===== config.mk =====
export PLATFORM = sky130hd
export DESIGN_NAME = dual_adc_average_ph_ec_convert_flat
export DESIGN_NICKNAME = d
export VERILOG_FILES = /design/src/design/dapec_pkg.sv /design/src/design/dapec_stream_if.sv /design/src/design/dual_adc_average_ph_ec_convert.sv /design/src/design/dapec_ram.sv /design/src/design/dapec_divider.sv /design/src/design/dapec_ph_calc.sv /design/src/flat_wrapper.sv
export SDC_FILE = /design/constraint.sdc
export NUM_CORES = 1
export LEC_CHECK = 0
export ABC_CLOCK_PERIOD_IN_PS = 7000
export BUFFER_PORTS_ARGS = -buffer_cell sky130_fd_sc_hd__buf_2
export CAP_MARGIN = 20
export CORE_UTILIZATION = 37
export CTS_CLUSTER_SIZE = 28
export DETAILED_ROUTE_END_ITERATION = 8
export SLEW_MARGIN = 20
export SYNTH_ARGS = -nofsm -noshare
export SYNTH_HDL_FRONTEND = slang
export SYNTH_SLANG_ARGS = --single-unit

===== constraint.sdc =====
create_clock -name clk -period 7 [get_ports clk]
set_input_delay 0.7 -clock clk [delete_from_list [all_inputs] [get_ports clk]]
set_output_delay 0.7 -clock clk [all_outputs]
set_load 0.02 [all_outputs]

===== src/design/dapec_pkg.sv =====
package dapec_pkg;

    localparam int WINDOW_SAMPLES_DEF = 16;
    localparam int ADC_FULL_SCALE_DEF = 4095;
    localparam int VREF_MILLIVOLT_DEF = 3300;

    localparam int SAMPLE_W      = 12;
    localparam int AVG_W         = 16;
    localparam int AVG_MAX       = 65520;
    localparam int OFFSET_W      = 15;
    localparam int FACTOR_W      = 16;
    localparam int PH_OUT_W      = 16;
    localparam int EC_OUT_W      = 18;
    localparam int CFG_IDX_W     = 1;
    localparam int CFG_DATA_W    = 16;

    localparam int PH_BASE_MILLI = 7000;
    localparam int PH_MID_MV     = 2500;
    localparam int PH_MIN        = -14000;
    localparam int PH_MAX        = 30000;
    localparam int EC_MAX        = 262143;
    localparam int EC_DIVISOR    = 1000;
    localparam int EC_FACTOR_RST = 820;

    typedef enum logic [CFG_IDX_W-1:0] {
        REG_PH_OFFSET = 1'b0,
        REG_EC_FACTOR = 1'b1
    } cfg_reg_t;

    typedef enum logic [2:0] {
        S_IDLE,
        S_ACCUM,
        S_LOAD,
        S_DIV,
        S_CONV,
        S_OUT
    } state_t;

    typedef enum logic [2:0] {
        OP_PH_AVG,
        OP_EC_AVG,
        OP_PH_MV,
        OP_EC_MV,
        OP_EC
    } op_t;

    typedef struct packed {
        logic [SAMPLE_W-1:0] ph_sample;
        logic [SAMPLE_W-1:0] ec_sample;
    } sample_word_t;

    typedef struct packed {
        logic [AVG_W-1:0]           ph_average_raw;
        logic [AVG_W-1:0]           ec_average_raw;
        logic signed [PH_OUT_W-1:0] ph_milli;
        logic [EC_OUT_W-1:0]        ec_micro_siemens;
    } result_word_t;

endpackage


===== src/design/dapec_stream_if.sv =====
interface dapec_stream_if #(
    parameter type T = logic
);
    logic valid;
    logic ready;
    T     data;

    modport source (output valid, output data, input ready);
    modport sink   (input valid, input data, output ready);
endinterface


===== src/design/dual_adc_average_ph_ec_convert.sv =====
// Moving average of paired pH and EC ADC samples over WINDOW_SAMPLES words, with
// conversion to milli-pH and uS/cm. One sample word is taken while ready is high;
// the block then drops ready until its result word has moved into the output
// register, where one finished word can wait while the next sample word is taken.
// All divisions run on one shared restoring divider that retires two quotient bits
// per cycle, and five of them are needed per word, one after another. A finished
// result word waits in the block while the output register is full.
// Until WINDOW_SAMPLES words have been seen, the averages divide by the word count.
// A write of zero to the EC factor register is ignored.
module dual_adc_average_ph_ec_convert #(
    parameter int WINDOW_SAMPLES = dapec_pkg::WINDOW_SAMPLES_DEF,
    parameter int ADC_FULL_SCALE = dapec_pkg::ADC_FULL_SCALE_DEF,
    parameter int VREF_MILLIVOLT = dapec_pkg::VREF_MILLIVOLT_DEF
) (
    input  logic                             clk,
    input  logic                             rst_n,
    input  logic                             cfg_we,
    input  logic [dapec_pkg::CFG_IDX_W-1:0]  cfg_index,
    input  logic [dapec_pkg::CFG_DATA_W-1:0] cfg_wdata,
    dapec_stream_if.sink                     samples,
    dapec_stream_if.source                   results
);
    import dapec_pkg::*;

    localparam int SLOT_W  = (WINDOW_SAMPLES > 1) ? $clog2(WINDOW_SAMPLES) : 1;
    localparam int FILL_W  = $clog2(WINDOW_SAMPLES + 1);
    localparam int SUM_W   = SAMPLE_W + $clog2(WINDOW_SAMPLES);
    localparam int MV_DEN  = ADC_FULL_SCALE * 16;
    localparam int MV_MAX  = (AVG_MAX * VREF_MILLIVOLT) / MV_DEN;
    localparam int MV_W    = $clog2(MV_MAX + 1);
    localparam int MUL_A_W = (MV_W > AVG_W) ? MV_W : AVG_W;
    localparam int MUL_B_W = FACTOR_W;
    localparam int PROD_W  = MUL_A_W + MUL_B_W;
    localparam int DIV_W   = (SUM_W + 4 > PROD_W) ? SUM_W + 4 : PROD_W;
    localparam int DVS_A   = (FILL_W > 10) ? FILL_W : 10;
    localparam int DVS_B   = $clog2(MV_DEN + 1);
    localparam int DVS_W   = (DVS_A > DVS_B) ? DVS_A : DVS_B;
    localparam int RAM_W   = 2 * SAMPLE_W;

    state_t state_reg, state_next;
    op_t    op_reg;

    logic [SLOT_W-1:0]          slot_reg;
    logic [FILL_W-1:0]          fill_reg;
    logic [SUM_W-1:0]           ph_sum_reg, ec_sum_reg;
    logic signed [OFFSET_W-1:0] offset_reg;
    logic [FACTOR_W-1:0]        factor_reg;
    sample_word_t               in_reg;
    result_word_t               out_reg;
    logic                       out_valid_reg;
    logic [AVG_W-1:0]           ph_avg_reg, ec_avg_reg;
    logic [MV_W-1:0]            ph_mv_reg, ec_mv_reg;
    logic [EC_OUT_W-1:0]        ec_reg;

    logic                       in_accept, full, out_load;
    logic                       ram_we, div_start, div_busy;
    logic [RAM_W-1:0]           ram_rdata;
    sample_word_t               old_word;
    logic [MUL_A_W-1:0]         mul_a;
    logic [MUL_B_W-1:0]         mul_b;
    logic [PROD_W-1:0]          product;
    logic [DIV_W-1:0]           dividend, quotient;
    logic [DVS_W-1:0]           divisor;
    logic [EC_OUT_W-1:0]        ec_sat;
    logic signed [PH_OUT_W-1:0] ph_milli;

    assign in_accept = samples.valid && samples.ready;
    assign full      = fill_reg == FILL_W'(WINDOW_SAMPLES);
    assign old_word  = sample_word_t'(ram_rdata);

    dapec_ram #(
        .WIDTH (RAM_W),
        .DEPTH (WINDOW_SAMPLES)
    ) u_ring (
        .clk   (clk),
        .we    (ram_we),
        .waddr (slot_reg),
        .wdata (RAM_W'(in_reg)),
        .raddr (slot_reg),
        .rdata (ram_rdata)
    );

    always_comb
    begin
        unique case (op_reg)
            OP_PH_MV: mul_a = MUL_A_W'(ph_avg_reg);
            OP_EC_MV: mul_a = MUL_A_W'(ec_avg_reg);
            default:  mul_a = MUL_A_W'(ec_mv_reg);
        endcase
        mul_b   = (op_reg == OP_EC) ? factor_reg : MUL_B_W'(VREF_MILLIVOLT);
        product = PROD_W'(mul_a) * PROD_W'(mul_b);
        unique case (op_reg)
            OP_PH_AVG:
            begin
                dividend = DIV_W'({ph_sum_reg, 4'b0000});
                divisor  = DVS_W'(fill_reg);
            end
            OP_EC_AVG:
            begin
                dividend = DIV_W'({ec_sum_reg, 4'b0000});
                divisor  = DVS_W'(fill_reg);
            end
            OP_PH_MV, OP_EC_MV:
            begin
                dividend = DIV_W'(product);
                divisor  = DVS_W'(MV_DEN);
            end
            default:
            begin
                dividend = DIV_W'(product);
                divisor  = DVS_W'(EC_DIVISOR);
            end
        endcase
    end

    dapec_divider #(
        .DIV_W (DIV_W),
        .DVS_W (DVS_W)
    ) u_div (
        .clk      (clk),
        .rst_n    (rst_n),
        .start    (div_start),
        .dividend (dividend),
        .divisor  (divisor),
        .busy     (div_busy),
        .quotient (quotient)
    );

    assign ec_sat = (quotient > DIV_W'(EC_MAX)) ? EC_OUT_W'(EC_MAX) : EC_OUT_W'(quotient);

    dapec_ph_calc #(
        .MV_W (MV_W)
    ) u_ph (
        .ph_mv    (ph_mv_reg),
        .offset   (offset_reg),
        .ph_milli (ph_milli)
    );

    always_comb
    begin
        state_next = state_reg;
        unique case (state_reg)
            S_IDLE:  if (in_accept) state_next = S_ACCUM;
            S_ACCUM: state_next = S_LOAD;
            S_LOAD:  state_next = S_DIV;
            S_DIV:
            begin
                if (!div_busy)
                begin
                    state_next = (op_reg == OP_EC) ? S_CONV : S_LOAD;
                end
            end
            S_CONV:  state_next = S_OUT;
            S_OUT:   if (!out_valid_reg || results.ready) state_next = S_IDLE;
            default: state_next = S_IDLE;
        endcase
    end

    always_comb
    begin
        samples.ready = state_reg == S_IDLE;
        results.valid = out_valid_reg;
        ram_we        = state_reg == S_ACCUM;
        div_start     = state_reg == S_LOAD;
        out_load      = state_reg == S_OUT && (!out_valid_reg || results.ready);
    end

    assign results.data = out_reg;

    always_ff @(posedge clk or negedge rst_n)
    begin
        if (!rst_n)
        begin
            state_reg     <= S_IDLE;
            op_reg        <= OP_PH_AVG;
            slot_reg      <= '0;
            fill_reg      <= '0;
            ph_sum_reg    <= '0;
            ec_sum_reg    <= '0;
            offset_reg    <= '0;
            factor_reg    <= FACTOR_W'(EC_FACTOR_RST);
            out_valid_reg <= 1'b0;
        end
        else
        begin
            state_reg <= state_next;
            if (out_load)
            begin
                out_valid_reg <= 1'b1;
            end
            else if (results.ready)
            begin
                out_valid_reg <= 1'b0;
            end
            if (cfg_we)
            begin
                unique case (cfg_reg_t'(cfg_index))
                    REG_PH_OFFSET: offset_reg <= OFFSET_W'(cfg_wdata);
                    REG_EC_FACTOR:
                    begin
                        if (cfg_wdata != '0)
                        begin
                            factor_reg <= FACTOR_W'(cfg_wdata);
                        end
                    end
                endcase
            end
            if (state_reg == S_ACCUM)
            begin
                ph_sum_reg <= ph_sum_reg - (full ? SUM_W'(old_word.ph_sample) : '0)
                              + SUM_W'(in_reg.ph_sample);
                ec_sum_reg <= ec_sum_reg - (full ? SUM_W'(old_word.ec_sample) : '0)
                              + SUM_W'(in_reg.ec_sample);
                slot_reg   <= (slot_reg == SLOT_W'(WINDOW_SAMPLES - 1)) ? '0
                              : slot_reg + 1'b1;
                if (!full)
                begin
                    fill_reg <= fill_reg + 1'b1;
                end
                op_reg <= OP_PH_AVG;
            end
            else if (state_reg == S_DIV && !div_busy && op_reg != OP_EC)
            begin
                op_reg <= op_t'(op_reg + 3'd1);
            end
        end
    end

    always_ff @(posedge clk)
    begin
        if (in_accept)
        begin
            in_reg <= samples.data;
        end
        if (state_reg == S_DIV && !div_busy)
        begin
            unique case (op_reg)
                OP_PH_AVG: ph_avg_reg <= AVG_W'(quotient);
                OP_EC_AVG: ec_avg_reg <= AVG_W'(quotient);
                OP_PH_MV:  ph_mv_reg  <= MV_W'(quotient);
                OP_EC_MV:  ec_mv_reg  <= MV_W'(quotient);
                default:   ec_reg     <= ec_sat;
            endcase
        end
        if (out_load)
        begin
            out_reg.ph_average_raw   <= ph_avg_reg;
            out_reg.ec_average_raw   <= ec_avg_reg;
            out_reg.ph_milli         <= ph_milli;
            out_reg.ec_micro_siemens <= ec_reg;
        end
    end

    a_div_only_in_div: assert property (@(posedge clk) disable iff (!rst_n)
        div_busy |-> state_reg == S_DIV)
        else $error("divider busy outside the divide state");

    a_result_held: assert property (@(posedge clk) disable iff (!rst_n)
        results.valid && !results.ready |=> results.valid && $stable(results.data))
        else $error("result word dropped or changed while waiting");

    a_fill_bound: assert property (@(posedge clk) disable iff (!rst_n)
        fill_reg <= FILL_W'(WINDOW_SAMPLES))
        else $error("fill count beyond window");

    a_accept_to_accum: assert property (@(posedge clk) disable iff (!rst_n)
        in_accept |=> state_reg == S_ACCUM)
        else $error("accepted word not accumulated");
endmodule


===== src/design/dapec_ram.sv =====
module dapec_ram #(
    parameter int WIDTH = 24,
    parameter int DEPTH = 16,
    parameter int ADDR_W = (DEPTH > 1) ? $clog2(DEPTH) : 1
) (
    input  logic              clk,
    input  logic              we,
    input  logic [ADDR_W-1:0] waddr,
    input  logic [WIDTH-1:0]  wdata,
    input  logic [ADDR_W-1:0] raddr,
    output logic [WIDTH-1:0]  rdata
);
    logic [WIDTH-1:0] mem [DEPTH];
    logic [WIDTH-1:0] rdata_reg;

    always_ff @(posedge clk)
    begin
        if (we)
        begin
            mem[waddr] <= wdata;
        end
        rdata_reg <= mem[raddr];
    end

    assign rdata = rdata_reg;
endmodule


===== src/design/dapec_divider.sv =====
module dapec_divider #(
    parameter int DIV_W = 32,
    parameter int DVS_W = 16
) (
    input  logic             clk,
    input  logic             rst_n,
    input  logic             start,
    input  logic [DIV_W-1:0] dividend,
    input  logic [DVS_W-1:0] divisor,
    output logic             busy,
    output logic [DIV_W-1:0] quotient
);
    localparam int STEPS  = (DIV_W + 1) / 2;
    localparam int WORK_W = 2 * STEPS;
    localparam int CNT_W  = $clog2(STEPS + 1);

    logic [WORK_W-1:0] quo_reg, quo_next;
    logic [DVS_W-1:0]  rem_reg, rem_next;
    logic [DVS_W-1:0]  dvs_reg;
    logic [CNT_W-1:0]  cnt_reg;
    logic              busy_reg;

    logic [DVS_W:0]    rem_a, rem_b;
    logic [DVS_W-1:0]  rem_mid;
    logic              ge_a, ge_b;

    always_comb
    begin
        rem_a    = {rem_reg, quo_reg[WORK_W-1]};
        ge_a     = rem_a >= {1'b0, dvs_reg};
        rem_mid  = ge_a ? DVS_W'(rem_a - {1'b0, dvs_reg}) : DVS_W'(rem_a);
        rem_b    = {rem_mid, quo_reg[WORK_W-2]};
        ge_b     = rem_b >= {1'b0, dvs_reg};
        rem_next = ge_b ? DVS_W'(rem_b - {1'b0, dvs_reg}) : DVS_W'(rem_b);
        quo_next = {quo_reg[WORK_W-3:0], ge_a, ge_b};
    end

    always_ff @(posedge clk or negedge rst_n)
    begin
        if (!rst_n)
        begin
            busy_reg <= 1'b0;
            cnt_reg  <= '0;
        end
        else if (start)
        begin
            busy_reg <= 1'b1;
            cnt_reg  <= CNT_W'(STEPS);
        end
        else if (busy_reg)
        begin
            cnt_reg  <= cnt_reg - 1'b1;
            busy_reg <= cnt_reg != CNT_W'(1);
        end
    end

    always_ff @(posedge clk)
    begin
        if (start)
        begin
            quo_reg <= WORK_W'(dividend);
            rem_reg <= '0;
            dvs_reg <= divisor;
        end
        else if (busy_reg)
        begin
            quo_reg <= quo_next;
            rem_reg <= rem_next;
        end
    end

    assign busy     = busy_reg;
    assign quotient = quo_reg[DIV_W-1:0];
endmodule


===== src/design/dapec_ph_calc.sv =====
module dapec_ph_calc #(
    parameter int MV_W = 12
) (
    input  logic [MV_W-1:0]  ph_mv,
    input  logic signed [14:0] offset,
    output logic signed [15:0] ph_milli
);
    import dapec_pkg::*;

    localparam int D_W  = ((MV_W > 12) ? MV_W : 12) + 1;
    localparam int PH_W = D_W + 4;

    logic signed [D_W-1:0]  diff;
    logic signed [D_W+2:0]  times7;
    logic signed [D_W+2:0]  adj;
    logic signed [D_W+1:0]  half;
    logic signed [PH_W-1:0] total;

    always_comb
    begin
        diff   = $signed(D_W'(PH_MID_MV)) - $signed(D_W'(ph_mv));
        times7 = ((D_W + 3)'(diff) <<< 3) - (D_W + 3)'(diff);
        adj    = times7 + $signed((D_W + 3)'(times7[D_W+2]));
        half   = (D_W + 2)'(adj >>> 1);
        total  = PH_W'(PH_BASE_MILLI) + PH_W'(half) + PH_W'(offset);
        priority if (total < PH_W'(PH_MIN))
        begin
            ph_milli = PH_OUT_W'(PH_MIN);
        end
        else if (total > PH_W'(PH_MAX))
        begin
            ph_milli = PH_OUT_W'(PH_MAX);
        end
        else
        begin
            ph_milli = PH_OUT_W'(total);
        end
    end
endmodule

===== src/flat_wrapper.sv =====
// flat-port wrapper written by rule: the top's interface ports become plain ports
module dual_adc_average_ph_ec_convert_flat import dapec_pkg::*;
#(
    parameter int WINDOW_SAMPLES = dapec_pkg::WINDOW_SAMPLES_DEF,
    parameter int ADC_FULL_SCALE = dapec_pkg::ADC_FULL_SCALE_DEF,
    parameter int VREF_MILLIVOLT = dapec_pkg::VREF_MILLIVOLT_DEF
)
  (clk, rst_n, cfg_we, cfg_index, cfg_wdata, samples_valid, samples_data, samples_ready, results_valid, results_data, results_ready);
  dapec_stream_if samples_i ();
  dapec_stream_if results_i ();
  input  logic clk;
  input  logic rst_n;
  input  logic cfg_we;
  input  logic [dapec_pkg::CFG_IDX_W-1:0] cfg_index;
  input  logic [dapec_pkg::CFG_DATA_W-1:0] cfg_wdata;
  input wire logic [$bits(samples_i.valid)-1:0] samples_valid;
  input wire logic [$bits(samples_i.data)-1:0] samples_data;
  output wire logic [$bits(samples_i.ready)-1:0] samples_ready;
  output wire logic [$bits(results_i.valid)-1:0] results_valid;
  output wire logic [$bits(results_i.data)-1:0] results_data;
  input wire logic [$bits(results_i.ready)-1:0] results_ready;
  assign samples_i.valid = samples_valid;
  assign samples_i.data = samples_data;
  assign samples_ready = samples_i.ready;
  assign results_valid = results_i.valid;
  assign results_data = results_i.data;
  assign results_i.ready = results_ready;
  dual_adc_average_ph_ec_convert #(.WINDOW_SAMPLES(WINDOW_SAMPLES), .ADC_FULL_SCALE(ADC_FULL_SCALE), .VREF_MILLIVOLT(VREF_MILLIVOLT)) u_core (.clk(clk), .rst_n(rst_n), .cfg_we(cfg_we), .cfg_index(cfg_index), .cfg_wdata(cfg_wdata), .samples(samples_i), .results(results_i));
endmodule

==> flow_summary_export.csv, run 1 <==
group,metric,value,unit
placement,dpl.cell_count,2674,
layout,drive_above_1_share,21.4,%
clock_network,cts_sinks,173,
routing,drc,0,
layout,largest_register_ffs,32,
worst_setup_path,crit_slowest_cell,"fa_1",
worst_setup_path,path_depth,29,
worst_setup_path,worstRegToRegCells,29,
floorplanning,num_io_pins,26,
placement,hpwl,37000,um
clock_network,htree_num_levels,4,
clock_network,cts_root_buf,"clkbuf_16",
timing,clock_skew,0.0134,ns
floorplanning,initial_core_util,37.9,%
worst_setup_path,path_buf_inv,9,
worst_setup_path,cp_max_fo,8,
worst_setup_path,cp_data_required_time,7.21,ns
floorplanning,coreArea,47000,sq um
clock_network,cts_made_buffers,17,
timing,min_period_over_period,99.1,%
timing,rsz0062_at_grt,"true",
clock_network,cts_tree,"yes",
timing,worst_pin_slew,0.998,ns
worst_setup_path,slowest_delay,0.55,ns
global_route,grt_overflow,0,
layout,fill_cells,4361,
synth,netlist_instances,1891,
timing,fmax,144,MHz
worst_hold_path,hold_path_class,"input port to async pin",
clock_network,path_clk_slew,0.08,ns
routing,final_antenna_net_count,0,
layout,design_area,21600,sq um
placement,pre_cts_slack,-0.417,ns
synth,synth_flop_cell,"edfxtp_1",
floorplanning,die_x,221,um
routing,drtIter0Drc,876,
placement,gp_congestion,0.929,
synth,ys_types,80,
global_route,antenna_found_initial,0,
layout,post_layout_nonfiller_instances,2739,
routing,via_per_inst,5.12,
synth,syn_area_per_cell,9.41,sq um
synth,ys_seq_elements,173,
synth,async_reset_ff_share,31.2,%
floorplanning,fp-row-count,79,
placement,placed_area,19900,sq um
synth,synth_area,17800,sq um
timing,drv_slew,0,
floorplanning,floorplan.die_area,49000,sq um
timing,layout_setup_ws,0.0596,ns
layout,antenna_cells,0,
layout,nets,2504,
placement,place.port_buffers,25,
worst_setup_path,crit_arrival,7.15,ns
timing,period_minus_slack,6.94,ns
timing,relSlewSlack,33.5,%
timing,setup_viol,0,
routing,vias,14016,
flow_run,drv_cap,0,
layout,final_cell_mix,"284 x inv_1, 189 x nand2_1, 181 x fa_1, 176 x nor2_1, 176 x buf_4",
routing,drt_pre_antenna_iters,6,
worst_setup_path,cp_top_family,"adder cells",
layout,mostFrequentLayoutCell,"inv_1",
global_route,grt_usage,19.5,%
routing,routedWlPerCell,16.9,um
worst_setup_path,worst_path_most_repeated_cell,"fa_1",
routing,wirelength,46400,um
timing,hold_viol_final,0,
global_route,grt_pass1_wl,76200,um
run_status,run_status,"complete, no violations",
synth,yosysSeqAreaShare,26.8,%
clock_network,clk_latency,0.46,ns
clock_network,ctsLongestPathBuffers,2,
worst_setup_path,worstSetupEndpointType,"flip-flop",
worst_setup_path,worstSetupPathType,"flip-flop to flip-flop",
worst_setup_path,start_kind,"flip-flop",
synth,yosysWarnings,0,
synth,synth_edf_count,102,
floorplanning,fp.dieH,221,um
global_route,grt_pass1_vias,14536,
global_route,grt_max_degree,55,
layout,area_delta_synth_final,21.5,%
## layer usage
| layer | track usage, % | part of all wire [%] | vias up |
|---|---|---|---|
| met4 | 5.62 | 2.0 | 0 |
| li1 | - | - | 6704 |
| met1 | 26.2 | 45 | 6948 |
| met5 | 0 | 0 | - |
| met2 | 32.7 | 48 | 312 |
| met3 | 2.83 | 4.4 | 52 |
## logic make-up after synthesis
logic type	count (synthesis)	share of synthesized area, %
buffers and inverters	363	7.75
other	2	0.0422
xor gates and xnor gates	66	3.25
muxes	37	2.58
DFF	173	26.8
and+or+nand+nor	586	14.7
AOI/OAI and AO/OA	302	11.1
adders and majority gates	362	33.8
## Yosys cell counts (5+ instances only)
cell type | count | area, sq um
mux2i_1 | 11 | 110
clkbuf_1 | 47 | 176
nand3_1 | 49 | 245
or3_1 | 9 | 56.3
nor2_1 | 191 | 717
dfrtp_1 | 49 | 1230
or2_2 | 5 | 31.3
ha_1 | 165 | 2060
mux4_2 | 5 | 113
dfxtp_1 | 17 | 340
xor2_1 | 10 | 87.6
nand4_1 | 20 | 125
o21a_1 | 17 | 128
nor2b_1 | 17 | 106
o31ai_1 | 8 | 60.1
a22oi_1 | 13 | 97.6
o311ai_1 | 5 | 43.8
nor3_1 | 31 | 155
o21ai_0 | 53 | 265
nand2b_1 | 15 | 93.8
buf_1 | 10 | 37.5
a21o_1 | 21 | 158
nor4_1 | 10 | 62.6
and2_1 | 8 | 50.1
mux2_2 | 19 | 214
dfstp_2 | 5 | 131
a21oi_1 | 61 | 305
nand2_1 | 202 | 758
o21ai_1 | 34 | 170
edfxtp_1 | 102 | 3060
inv_1 | 303 | 1140
fa_1 | 197 | 3940
a31oi_1 | 21 | 131
and3_1 | 10 | 62.6
o221ai_1 | 5 | 43.8
xnor2_1 | 56 | 490
a211oi_1 | 13 | 97.6
o21bai_1 | 8 | 60.1
## area by class of cell
class	count	area (sq um)	area share (%)
multi-input combinational	1393	12500	57.9
sequential	173	4760	22.0
timing repair buffer	231	1840	8.52
inverter	303	1140	5.26
tap	607	759	3.51
clock buffer	17	425	1.97
clock inverter	15	175	0.810
## path summary, 6_finish.rpt
path | slack (ns) | endpoint | startpoint
max | 0.06 | u_core.u_div.quotient[27] | u_core.op_reg[0]
min | 0.39 | u_core.slot_reg[2] | rst_n
max reg2reg | 0.06 | u_core.u_div.quotient[27] | u_core.op_reg[0]
min reg2reg | 0.47 | u_core.u_div.rem_reg[15] | u_core.u_div.rem_reg[15]
max in group asynchronous | 6.05 | u_core.op_reg[1] | rst_n
min in group clk | 0.42 | u_core.in_reg[0] | samples_data
## through the flow
| step | TNS, ns | hold WS [ns] | utilization (%) |
|---|---|---|---|
| 2_1_floorplan | 0 | 0.400 | - |
| 3_3_place_gp | -2.93 | 0.449 | 42.4 |
| 3_5_place_dp | -3.97 | 0.456 | 42.4 |
| 4_1_cts | 0 | 0.391 | 44.8 |
| 5_1_grt | -0.803 | 0.398 | 46.1 |
| 6_report | 0 | 0.390 | 46.1 |
## timing repair
item / in CTS / in global routing
resized for setup: 83 / 111
pin swaps: 59 / 69
hold buffers: 0 / 0
setup endpoints to repair: 16 / 16
cloned: 0 / 2
buffers inserted: 18 / 17
Power of run 1 is left out: the tool's default activity adds up to more than one toggle a clock period on the data nets, which glitch-free logic cannot reach.
==> run 2, diff against run 1 <==
--- a/config.mk
+++ b/config.mk
@@ -5,6 +5,7 @@
 export SDC_FILE = /design/constraint.sdc
 export NUM_CORES = 1
 export LEC_CHECK = 0
+export ABC_AREA = 1
 export ABC_CLOCK_PERIOD_IN_PS = 7000
 export BUFFER_PORTS_ARGS = -buffer_cell sky130_fd_sc_hd__buf_2
 export CAP_MARGIN = 20
==> flow_summary_export.csv, run 2 <==
group,metric,value,unit
run_status,run_status,"complete, no violations",
synth,ys_seq_elements,173,
synth,yosysSeqAreaShare,25.7,%
floorplanning,coreArea,49200,sq um
global_route,grt_max_degree,55,
global_route,grt_pass1_wl,83600,um
synth,synth_flop_cell,"edfxtp_1",
timing,worst_pin_slew,0.830,ns
layout,nets,2778,
placement,hpwl,42900,um
routing,wirelength,51900,um
worst_setup_path,reg2reg_from,"u_core.op_reg[0]",
clock_network,cts_made_buffers,17,
routing,drtIter0Drc,1039,
layout,antenna_cells,0,
global_route,antenna_found_initial,0,
routing,via_per_inst,4.92,
worst_setup_path,cp_data_required_time,7.24,ns
synth,synthTopCellsByCount,"461 x nand2_1, 422 x inv_1, 227 x nor2_1, 197 x fa_1, 165 x ha_1",
timing,clock_skew,0.0150,ns
worst_setup_path,start_kind,"flip-flop",
timing,relSlewSlack,44.6,%
placement,gp_congestion,0.961,
clock_network,cts_setup_buffers,0,
synth,synth_most_common_cell,"nand2_1",
clock_network,clk_latency,0.48,ns
placement,place.port_buffers,25,
global_route,grt_overflow,0,
clock_network,hold_buffers,0,
worst_setup_path,worstSetupPathType,"flip-flop to flip-flop",
synth,synthTopCellsByArea,"fa_1 21%, edfxtp_1 17%, ha_1 11%",
worst_setup_path,r2r_slack,0.29,ns
clock_network,ctsLongestPathBuffers,2,
clock_network,htree_num_levels,4,
layout,drive_above_1_share,12.3,%
worst_hold_path,hold_path_class,"input port to async pin",
timing,rsz0062_at_grt,"true",
layout,fill_cells,4889,
floorplanning,floorplan.die_area,51000,sq um
routing,final_antenna_net_count,0,
timing,min_period_over_period,95.8,%
synth,syn_area_per_cell,8.32,sq um
timing,drv_slew,0,
timing,layout_setup_ws,0.294,ns
layout,mostFrequentLayoutCell,"nand2_1",
placement,pre_cts_slack,-0.0554,ns
flow_run,drv_cap,0,
worst_setup_path,crit_arrival,6.95,ns
synth,synth_top_cell_by_area,"fa_1",
timing,setup_viol,0,
clock_network,cts_sinks,173,
layout,final_cell_mix,"459 x nand2_1, 419 x inv_1, 221 x nor2_1, 192 x fa_1, 159 x ha_1",
clock_network,cts_tree,"yes",
synth,netlist_instances,2227,
floorplanning,fp-row-count,81,
global_route,grt_usage,21.5,%
clock_network,cts_root_buf,"clkbuf_16",
floorplanning,initial_core_util,37.7,%
synth,synth_edf_count,102,
clock_network,path_clk_slew,0.07,ns
routing,routedWlPerCell,16.9,um
worst_setup_path,cp_max_fo,12,
worst_setup_path,rr_endpoint,"u_core.u_div.quotient[30]",
routing,drc,0,
timing,period_minus_slack,6.71,ns
synth,synth_area,18500,sq um
worst_setup_path,worstRegToRegCells,26,
global_route,grt_pass1_vias,15270,
worst_setup_path,crit_slowest_cell,"fa_1",
synth,async_reset_ff_share,31.2,%
synth,yosysWarnings,0,
routing,drt_pre_antenna_iters,5,
synth,ys_types,61,
routing,vias,15104,
layout,largest_register_ffs,32,
worst_setup_path,worstSetupEndpointType,"flip-flop",
worst_setup_path,slowest_delay,0.56,ns
timing,fmax,149,MHz
synth,yosysTopAreaCellShare,21.3,%
floorplanning,num_io_pins,26,
floorplanning,fp.dieH,226,um
worst_setup_path,worst_path_most_repeated_cell,"fa_1",
timing,hold_viol_final,0,
layout,area_delta_synth_final,14.4,%
floorplanning,die_x,226,um
[run 2: cell types whose count changed in the layout (fill, tap and decap cells not counted), moves of 37 or more]
cell	change
nand3_1	+50
nand2_1	+270
buf_4	-59
a21oi_1	+37
nor2_1	+45
inv_1	+135
[run 2: stage by stage]
| stage | area [sq um] | utilization, % | setup TNS (ns) | hold slack (ns) | cells |
|---|---|---|---|---|---|
| global route | 21200 | 43.1 | -0.00571 | 0.377 | 3070 |
| global placement | 20400 | 41.5 | -0.0981 | 0.465 | 3037 |
| detailed placement | 20400 | 41.5 | -0.105 | 0.462 | 3038 |
| finish | 21200 | 43.1 | 0 | 0.376 | 3070 |
| CTS | 21000 | 42.7 | 0 | 0.364 | 3070 |
| floorplan | 18700 | - | 0 | 0.400 | 2265 |
[run 2: kinds of logic (layout without fill, tap and decap cells)]
group	Yosys count	in the layout	share of synthesized area, %
AOI/OAI and AO/OA	279	279	8.98
xor gates and xnor gates	45	45	2.13
adders and majority gates	362	362	32.4
buffers and inverters	485	626	10.1
DFF	173	173	25.7
muxes	16	16	0.973
other	2	40	0.0405
and+or+nand+nor	865	865	19.7
[run 2: area by class of cell]
type	instances	area (sq um)	share of cell area (%)
inverter	445	1690	7.97
clock inverter	13	130	0.614
timing repair buffer	149	1100	5.19
clock buffer	19	443	2.09
tap	664	831	3.92
multi-input combinational	1607	12200	57.7
sequential	173	4760	22.5
[run 2: layer usage]
layer | vias up | track usage (%) | wire length (um)
met5 | - | 0 | 0
met4 | 0 | 7.02 | 1420
met3 | 65 | 4.53 | 2860
met2 | 347 | 34.0 | 23600
met1 | 7322 | 29.4 | 24000
li1 | 7370 | - | -
[run 2: worst max-delay path by stage]
stage | startpoint | end | slack, ns | cells after the start
5_1_grt | u_core.op_reg[1] | u_core.u_div.quotient[26] | -0.006 | 29
3_5_place_dp | u_core.op_reg[0] | u_core.u_div.quotient[26] | -0.06 | 27
6_report | u_core.op_reg[0] | u_core.u_div.quotient[30] | 0.29 | 26
4_1_cts | u_core.op_reg[0] | u_core.u_div.quotient[26] | 0.004 | 27
2_1_floorplan | u_core.op_reg[2] | u_core.u_div.quotient[21] | 0.43 | 29
3_3_place_gp | u_core.op_reg[0] | u_core.u_div.quotient[26] | -0.08 | 27
[run 2: timing repair]
item | in CTS | in global routing
pin swaps | 0 | 11
gates resized for setup | 2 | 59
setup endpoints to repair | 11 | 20
[run 2: worst max-delay path: cells and delay by family (launching register included)]
kind	cells	cell delay, ns
AO/OA/AOI/OAI	5	1.09
adder cells (fa/ha/maj)	9	3.81
buffers and inverters	7	0.70
flip-flops	1	0.41
AND/OR/NAND/NOR	5	0.44
Power of run 2 is left out for the same reason.
